<file path="src/rssa_pkg.sv">
// shared types, constants and functions of the random-state seed and advance unit
package rssa_pkg;

    localparam logic [63:0] GOLDEN_GAMMA = 64'h9E37_79B9_7F4A_7C15;
    localparam logic [63:0] MIX_MUL_A    = 64'hBF58_476D_1CE4_E5B9;
    localparam logic [63:0] MIX_MUL_B    = 64'h94D0_49BB_1331_11EB;
    localparam logic [63:0] ZERO_REPLACE = 64'd88172645463325252;
    localparam logic [63:0] LCG_MUL      = 64'd1103515245;
    localparam logic [63:0] LCG_ADD      = 64'd12345;
    localparam logic [63:0] MUL_ONE      = 64'd1;

    // configuration register indexes
    localparam logic CFG_SEED = 1'b0;
    localparam logic CFG_MODE = 1'b1;

    // generator modes
    localparam logic MODE_XS  = 1'b0;
    localparam logic MODE_LCG = 1'b1;

    // input operations
    localparam logic OP_SEED    = 1'b0;
    localparam logic OP_ADVANCE = 1'b1;

    // cycles from input transfer to result strobe
    localparam int LATENCY = 9;

    typedef struct packed {
        logic vld;
        logic seed;
        logic lcg;
    } t_tag;

    function automatic logic [63:0] f_xs64(input logic [63:0] v);
        logic [63:0] x;
        x = v ^ (v << 13);
        x = x ^ (x >> 7);
        x = x ^ (x << 17);
        return x;
    endfunction

    // five lcg steps, only evaluated on constants
    function automatic logic [63:0] f_lcg5(input logic [63:0] v);
        logic [63:0] s;
        s = v;
        for (int k = 0; k < 5; k++) begin
            s = s * LCG_MUL + LCG_ADD;
        end
        return s;
    endfunction

    // five steps folded into one affine map s * LCG5_MUL + LCG5_ADD
    localparam logic [63:0] LCG5_ADD = f_lcg5(64'd0);
    localparam logic [63:0] LCG5_MUL = f_lcg5(64'd1) - LCG5_ADD;

endpackage

</file>
<file path="src/rssa_front.sv">
// first three stages: index or state pick with xorshift, seed add and pre-mix; in lcg mode index scaling and seed add
module rssa_front import rssa_pkg::*; (
    input  logic        i_clk,
    input  logic        i_rst_n,
    input  logic        i_take,
    input  logic        i_operation,
    input  logic [63:0] i_element_index,
    input  logic [63:0] i_state_in,
    input  logic        i_mode,
    input  logic [63:0] i_seed,
    input  logic [63:0] i_seed_g,
    output t_tag        o_tag,
    output logic [63:0] o_val
);

    t_tag        n_tag1;
    logic [63:0] base;
    logic [63:0] n_val1;
    logic [63:0] n_val2;
    logic [63:0] n_val3;

    t_tag        r_tag1;
    logic [63:0] r_val1;
    t_tag        r_tag2;
    logic [63:0] r_val2;
    t_tag        r_tag3;
    logic [63:0] r_val3;

    assign n_tag1.vld  = i_take;
    assign n_tag1.seed = (i_operation == OP_SEED);
    assign n_tag1.lcg  = (i_mode == MODE_LCG);

    assign base   = (i_operation == OP_SEED) ? i_element_index + 64'd1 : i_state_in;
    assign n_val1 = (i_mode == MODE_LCG) ? base : f_xs64(base);

    always_comb begin
        n_val2 = r_val1;
        if (r_tag1.seed && !r_tag1.lcg) begin
            n_val2 = r_val1 + i_seed_g;
        end else if (r_tag1.seed && r_tag1.lcg) begin
            // index plus one times 2^31 - 1
            n_val2 = (r_val1 << 31) - r_val1;
        end
    end

    always_comb begin
        n_val3 = r_val2;
        if (r_tag2.seed && !r_tag2.lcg) begin
            n_val3 = r_val2 ^ (r_val2 >> 30);
        end else if (r_tag2.seed && r_tag2.lcg) begin
            n_val3 = r_val2 + i_seed;
        end
    end

    always_ff @(posedge i_clk) begin
        if (!i_rst_n) begin
            r_tag1 <= '0;
            r_tag2 <= '0;
            r_tag3 <= '0;
        end else begin
            r_tag1 <= n_tag1;
            r_tag2 <= r_tag1;
            r_tag3 <= r_tag2;
        end
    end

    always_ff @(posedge i_clk) begin
        r_val1 <= n_val1;
        r_val2 <= n_val2;
        r_val3 <= n_val3;
    end

    assign o_tag = r_tag3;
    assign o_val = r_val3;

endmodule

</file>
<file path="config.mk">
export PLATFORM = sky130hd
export DESIGN_NAME = rssa_front
export DESIGN_NICKNAME = d
export VERILOG_FILES = /design/src/rssa_pkg.sv /design/src/rssa_front.sv
export SDC_FILE = /design/constraint.sdc
export NUM_CORES = 1
export LEC_CHECK = 0
export BUFFER_PORTS_ARGS = -buffer_cell sky130_fd_sc_hd__buf_4
export CORE_MARGIN = 3
export CORE_UTILIZATION = 50
export CTS_CLUSTER_DIAMETER = 30
export DETAILED_ROUTE_END_ITERATION = 8
export GPL_TIMING_DRIVEN = 1
export PLACE_DENSITY = 0.72
export SLEW_MARGIN = 20
export SYNTH_ARGS = -nofsm -noshare
export SYNTH_HDL_FRONTEND = slang
export SYNTH_SLANG_ARGS = --single-unit
export TNS_END_PERCENT = 1
</file>
<file path="constraint.sdc">
create_clock -name i_clk -period 7.38 [get_ports i_clk]
set_input_delay 0.369 -clock i_clk [delete_from_list [all_inputs] [get_ports i_clk]]
set_output_delay 0.369 -clock i_clk [all_outputs]
set_load 0.1 [all_outputs]
</file>
# Word-level counts from Yosys, hierarchy flattened
# Cells that the tools add are included.
# word_totals
register_bits,201
in_bits,261
elab_cells,33
# classes
add_sub_neg,4
muxes,6
n_bitwise,5
reduce_logical,6
# ops
operator,count
$mux 64,6
$add 64x64->64,2
$xor 64x64->64,2
$add 64x1->64 const B,1
$sub 64x64->64,1
$xor 64x34->64,1
$xor 64x57->64,1
$logic_and 1x1->1,4
$logic_not 1->1,2
$not 1->1,1

# Longest topological paths before layout
# Gate-level depths: netlist (run 1).
# logic_depth
word_depth,6
ltp_mapped,14
depth_no_buf,13

# Worst setup path before layout (run 1)
# No wires, ideal clock.
# synth_path
path_type,input-to-reg
start,input port i_seed[0]
end,"register r_val3[60], in the netlist o_val[60]"
setup_ns,0.127
t_arrival_ns,3.389
required_ns,7.253
setup_slack_ns,3.865
path_stages,13
n_path_buf,0
cell_sequence,ha_1 -> fa_1 -> a21oi_1 -> o21bai_1 -> a221oi_1 -> nor3_1 -> nor3_1 -> a31oi_1 -> a21oi_1 -> o41ai_1 -> a41oi_1 -> xor2_1 -> o21ai_1
# synth_via
elab_chain_cells,3
# synth_lines
element,line,text
from (decl),rssa_front.sv:10,"input logic [63:0] i_seed,"
$add 64x64->64,rssa_front.sv:51,n_val3 = r_val2 + i_seed;
$mux 64,rssa_front.sv:50,end else if (r_tag2.seed && r_tag2.lcg) begin
$mux 64,rssa_front.sv:48,if (r_tag2.seed && !r_tag2.lcg) begin
net n_val3[60],rssa_front.sv:20,logic [63:0] n_val3;
to (signal assigned),rssa_front.sv:70,r_val3 <= n_val3;
to (decl),rssa_front.sv:27,logic [63:0] r_val3;
# The timed path passes the listed nets, and every way through them passes these cells.
# A chain may end at the register's enable or synchronous reset.

# Final worst setup path (run 1)
# layout_path
start,register r_val2[0]
end,"register r_val3[60], in the netlist o_val[60]"
# layout_via
elab_chain_cells,3
# layout_lines
element,line,text
from (decl),rssa_front.sv:25,logic [63:0] r_val2;
from (signal assigned),rssa_front.sv:69,r_val2 <= n_val2;
$add 64x64->64,rssa_front.sv:51,
$mux 64,rssa_front.sv:50,
$mux 64,rssa_front.sv:48,
net n_val3[60],rssa_front.sv:20,
# The timed path passes the listed nets, and every way through them passes these cells.

==> results of run 1 <==
## flip-flops by register name, indices dropped and copies added (netlist names)
register and flops:
r_val2 64, o_tag 3, o_val 64, r_tag2 3, r_val1 64, r_tag1 3
## metrics by stage
step | hold slack [ns] | instance area, µm² | power [mW] | setup WS, ns
CTS | 0.0277 | 24700 | 9.79 | 2.90
global placement | 0.416 | 23300 | 7.87 | 2.83
global route | 0.0343 | 24700 | 10.4 | 2.48
floorplan | 0.409 | 20600 | 6.26 | 3.86
finish | 0.0358 | 24700 | 9.88 | 2.90
detailed placement | 0.420 | 23300 | 7.89 | 2.76
## cell usage after synthesis, types with 19 or more instances
library cell	count
o21bai_1	29
o211ai_1	19
o21ai_0	193
nand2_1	253
a21oi_1	301
clkbuf_1	110
inv_1	98
xnor2_1	303
o31ai_1	19
nand3_1	73
ha_1	160
nand4_1	50
nor3_1	44
nor2_1	206
and2_1	28
mux2i_1	48
xor2_1	131
a21o_1	106
o21a_1	35
nand2b_1	27
dfxtp_1	201
and3_1	26
## worst paths after layout
check,start,to,slack [ns]
min reg2reg,r_tag1[2],r_tag2[2],0.43
min,i_take,r_tag1[2],0.04
max reg2reg,r_val2[0],o_val[60],2.90
max,r_val2[0],o_val[60],2.90
## worst max-delay path, delay by kind of cell (launching register included)
family,cells,cell delay [ns]
compound gates,8,2.41
simple gates,2,0.80
fa+ha+maj,2,0.63
flops,1,0.32
xor+xnor,1,0.17
## kinds of logic (layout without fill, tap and decap cells)
group                    after synthesis  count (layout)  synth area share (%)
AO/OA/AOI/OAI                        833             833                  25.0
XOR/XNOR                             436             436                  18.6
adder cells (fa/ha/maj)              162             162                  9.89
buffers and inverters                235             510                  4.42
flip-flops                           201             201                  19.5
multiplexers                          54              54                  2.78
other                                  0               1                     0
AND/OR/NAND/NOR                      829             829                  19.9
## final cells by class
cell class / count / area [µm²] / share of cell area [%]
multi-input combinational: 2314 / 15700 / 63.6
sequential: 201 / 4030 / 16.3
timing repair buffer: 335 / 2510 / 10.2
clock buffer: 48 / 1120 / 4.55
tap: 525 / 657 / 2.66
inverter: 98 / 368 / 1.49
clock inverter: 29 / 292 / 1.18
antenna: 1 / 2.50 / 0.0101
## power by group through the flow
stage / combinational (mW) / sequential, mW / clock (mW)
final: 5.99 / 2.03 / 1.86
after global routing: 6.47 / 2.04 / 1.93
after CTS: 5.90 / 2.01 / 1.88
after detailed placement: 5.86 / 2.03 / 0
after global placement: 5.85 / 2.02 / 0
after floorplan: 3.58 / 2.68 / 0
## per-layer routing
metal  global-route usage, %  vias to the layer above
li1                        -                    10306
met1                    43.6                     9920
met2                    56.7                     1030
met3                    3.87                      203
met4                    15.9                        0
met5                       0                        -
==> impl_results.md, run 1 <==
* Final std cells w/o fill at 3551
* P_leak at 10.8 nW
* RSZ-0062 raised after global routing: no
* Via count at 21459
* Initial drt markers at 1768
* Cells on worst reg2reg path at 13
* GR Util All Layers at 33.9%
* DRT Wirelength at 77900 µm
* Largest net degree at the start of global routing at 81
* Status: complete, no violations
* Worst VDD drop at 0.229 mV
* Most common cell after layout, fill and taps aside: buf_4
* Synth top area cells: dfxtp_1 19%, xnor2_1 13%, ha_1 9.7%
* Initial Utilization at 51.3%
* Core Footprint at 40300 µm²
* Max Fclk at 223 MHz
* Initial antenna violation count at 0
* # nets final at 3415
* Clock Power Share at 18.8%
* Post-Syn Nets at 3173
* Final worst path period need at 4.48 ns
* Gpl congestion at 0.995
* Top sig layer: met4
* H-tree levels at 2
* CTS sink cnt at 201
* Routed vias/inst at 6.04
* First-pass GRT wire length at 117000 µm
* Most frequent cells in the layout: 335 x buf_4, 303 x xnor2_1, 301 x a21oi_1, 252 x nand2_1, 206 x nor2_1
* Main synth FF type: dfxtp_1
* CTS max path bufs at 3
* Endpoints failing hold at 0
* Post-DP HPWL at 64300 µm
* DRT met1 WL at 31800 µm
* Clock buffer count from CTS at 42
* Clock Pin Slew Worst Setup and Hold Paths at 0.05 ns
* Util after Layout at 61.3%
* Worst Hold Depth at 2
* Mapped Area at 20600 µm²
* CTS tree: done
* Ports at 328
* WS Path Type: reg -> reg
* Critical path arrival at 4.89 ns
* Final slew viol count at 0
* Area growth from synthesis to layout at 19.6%
* Relative slew slack at 25.2%
* Clk root buf: clkbuf_16
* Worst-Skew Late Latency at 0.54 ns
* Final setup viols at 0
* Die ar. at 43800 µm²
* Critical-path cell list: ha_1 > fa_1 > a21oi_1 > o21bai_1 > a221oi_1 > nor3_1 > nor3_1 > a31oi_1 > a21oi_1 > o41ai_1 > a41oi_1 > xor2_1 > o21ai_1
* Routed Antenna Nets at 0
* Chip width at 209 µm
* DR WL met2 at 35800 µm
* TritonRoute pass-1 iters at 6
* Share of power burned in registers at 20.5%
* Hold_buf cts at 0
* Metal3 WL at 6160 µm
* GRT Residual Overflow at 0
* Comb pwr share at 60.7%
* # DRC at 0
* Pwr Density at 400 nW/µm²
* CP max-delay cell: nor3_1
* Standard-cell rows at 73
* Unique masters post-synth at 92
* CP endpoint kind: register
* Internal Power at 4.81 mW
* Share of cells above drive strength 1 at 15.2%
* Cells after DPL at 3473
* Fillers at 3704
* Yosys top cell area share at 19.5%
* Post-CTS sizing at 0
* Synth Register Bits at 201
* WL per Instance at 21.9 µm
* Port bufs at 327
* NetSw at 5.06 mW
* Worst min-delay path category: in -> reg
* Startpoint types: register
* Mean Syn Cell Area at 7.51 µm²
* Setup_tns at 0 ns
* Number of synthesized flops with an enable pin at 0
* WP data required at 7.78 ns
* Cell count after synthesis at 2750
* Sequential area share after synthesis at 19.5%
* Die Height at 209 µm
* Maximum capacitance violations at 0
* Fin crit share at 60.7%
* Tightest Pin Transition at 1.12 ns
* Worst path max stage delay at 0.67 ns
* Ys Warns at 0
* Switch share at 51.3%
* Clock skew at 0.0175 ns
* Vias in the first global route at 20612
* Crit-path max FO at 6
* Post CTS Setup Buffer Count at 0
* FFs w/ async S/R, synth at 0%
* Leading area contributor after synthesis: dfxtp_1
Power figures use the tool's default switching activity.
==> run 2: changes to the inputs <==
--- a/config.mk
+++ b/config.mk
@@ -11,7 +11,7 @@
 export CTS_CLUSTER_DIAMETER = 30
 export DETAILED_ROUTE_END_ITERATION = 8
 export GPL_TIMING_DRIVEN = 1
-export PLACE_DENSITY = 0.72
+export PLACE_DENSITY = 0.75
 export SLEW_MARGIN = 20
 export SYNTH_ARGS = -nofsm -noshare
 export SYNTH_HDL_FRONTEND = slang
==> constraint.sdc (replaced) <==
create_clock -name i_clk -period 3.75 [get_ports i_clk]
set_input_delay 0.1875 -clock i_clk [delete_from_list [all_inputs] [get_ports i_clk]]
set_output_delay 0.1875 -clock i_clk [all_outputs]
set_load 0.1 [all_outputs]
==> run 2 against run 1 <==
Cell count up 4.7%; critical endpoint is now r_val2[60]; sequential power grew 84%; fmax increased by 24%; largest cell class unchanged; critical path depth is 1 higher.
==> impl_results.md, run 2 (same netlist as run 1, synthesis figures left out) <==
* First-pass GRT wire length at 120000 µm
* Clock Pin Slew Worst Setup and Hold Paths at 0.05 ns
* Most frequent cells in the layout: 488 x buf_4, 302 x xnor2_1, 297 x a21oi_1, 252 x nand2_1, 206 x nor2_1
* Startpoint types: register
* Most common cell after layout, fill and taps aside: buf_4
* Final setup viols at 0
* Die Height at 209 µm
* WP data required at 4.21 ns
* Endpoints failing hold at 0
* R2R Path Start: r_val1[9]
* Pwr Density at 787 nW/µm²
* Routed Antenna Nets at 0
* Clk root buf: clkbuf_16
* Total Power at 20.6 mW
* Vias in the first global route at 21393
* Routed vias/inst at 5.96
* Final worst path period need at 3.62 ns
* Maximum capacitance violations at 0
* Crit-path max FO at 7
* Fin crit share at 96.6%
* Final slew viol count at 0
* Initial antenna violation count at 2
* R2r setup slk at 0.13 ns
* Initial Utilization at 51.3%
* Critical path arrival at 4.09 ns
* Relative slew slack at 48.3%
* Max Fclk at 276 MHz
* Share of cells above drive strength 1 at 20.1%
* Standard-cell rows at 73
* Hold_sp: i_state_in[59]
* Area growth from synthesis to layout at 26.9%
* Worst-Skew Late Latency at 0.55 ns
* Final std cells w/o fill at 3717
* Die ar. at 43800 µm²
* P_leak at 11.6 nW
* Clock skew at 0.0281 ns
* Tightest Pin Transition at 0.776 ns
* Ports at 328
* RSZ-0062 raised after global routing: yes
* CTS max path bufs at 3
* Top sig layer: met5
* Via count at 22143
* WS Path Type: reg -> reg
* WL per Instance at 21.5 µm
* Chip width at 209 µm
* Reg2reg end: r_val2[60]
* # DRC at 0
* Gpl congestion at 1.03
* Setup_tns at 0 ns
* Cells on worst reg2reg path at 14
* DR WL met2 at 36900 µm
* GRT Residual Overflow at 0
* Worst Hold Depth at 3
* Cells after DPL at 3626
* GR Util All Layers at 34.7%
* # nets final at 3577
* Worst min-delay path category: in -> reg
* DRT met1 WL at 32400 µm
* Core Footprint at 40300 µm²
* Port bufs at 327
* Status: complete, no violations
* Metal3 WL at 6150 µm
* H-tree levels at 2
* DRT Wirelength at 79900 µm
* Clock buffer count from CTS at 46
* Fin Hold WS at 0.0201 ns
* Hold EP: r_val1[59]
* Post-DP HPWL at 66400 µm
* TritonRoute pass-1 iters at 5
* Initial drt markers at 1703
* Largest net degree at the start of global routing at 75
* CTS tree: done
* CP endpoint kind: register
* Worst VDD drop at 0.475 mV
* CTS sink cnt at 201
run 2: cell types whose count changed in the layout (fill, tap and decap cells not counted), sizes merged:
cell	previous run	this run
bufinv	2	4
clkinvlp	4	6
clkbuf	48	49
dlygate4sd3	0	4
buf	335	489
inv	110	113
run 2: layer usage:
layer  track usage, %  up-vias
met4             16.8        2
met3             4.71      200
li1                 -    10634
met5                0        -
met2             59.0     1071
met1             43.3    10236
run 2: how the worst max path moves through the flow:
stage                          start  slack [ns]         end  depth (start not counted)
after floorplan            r_val2[0]        0.31   o_val[60]                         13
after global placement    r_val1[11]        0.04  r_val2[49]                         14
after detailed placement   r_val1[9]        0.04  r_val2[60]                         14
after CTS                 r_val1[11]        0.01  r_val2[49]                         14
after global routing       r_val2[0]       -0.01   o_val[60]                         15
final                      r_val1[9]        0.13  r_val2[60]                         14
run 2: per-stage QoR:
stage	area, µm²	util [%]	setup slack [ns]
5_1_grt	26200	65.0	-0.0130
3_3_place_gp	24400	60.7	0.0431
4_1_cts	26100	64.8	0.0120
3_5_place_dp	24400	60.7	0.0419
2_1_floorplan	20600	-	0.311
6_report	26200	65.0	0.128
run 2: report_power, final:
part | switching (mW) | internal, mW | leakage [nW]
Combinational | 8.03 | 4.79 | 9.17
Clock | 1.42 | 2.65 | 0.772
Sequential | 0.841 | 2.89 | 1.70
Total | 10.3 | 10.3 | 11.6
run 2: layout make-up:
type / instances / area (µm²)
inverter: 98 / 368
sequential: 201 / 4040
clock buffer: 49 / 1190
timing repair buffer: 493 / 3720
antenna: 1 / 2.50
clock inverter: 36 / 408
tap: 525 / 657
multi-input combinational: 2314 / 15800
fill: 3593 / 14100
run 2: worst max-delay path, stage by stage, from the launching register on:
cell	delay, ns
dfxtp_2	0.46
ha_1	0.34
and3_1	0.18
a221oi_1	0.37
o221ai_1	0.22
o211ai_1	0.22
o211a_1	0.28
o41ai_2	0.09
buf_4	0.17
a311o_1	0.36
a221oi_1	0.28
buf_4	0.18
a21oi_1	0.09
mux2i_1	0.13
a211oi_1	0.16
run 2: timing repair:
| action | 4_1_cts | 5_1_grt |
|---|---|---|
| setup endpoints to repair | 0 | 19 |
| buffers inserted | 0 | 1 |
| hold buffers | 4 | 0 |
| hold endpoints to repair | 9 | 0 |
| gates resized for setup | 0 | 22 |
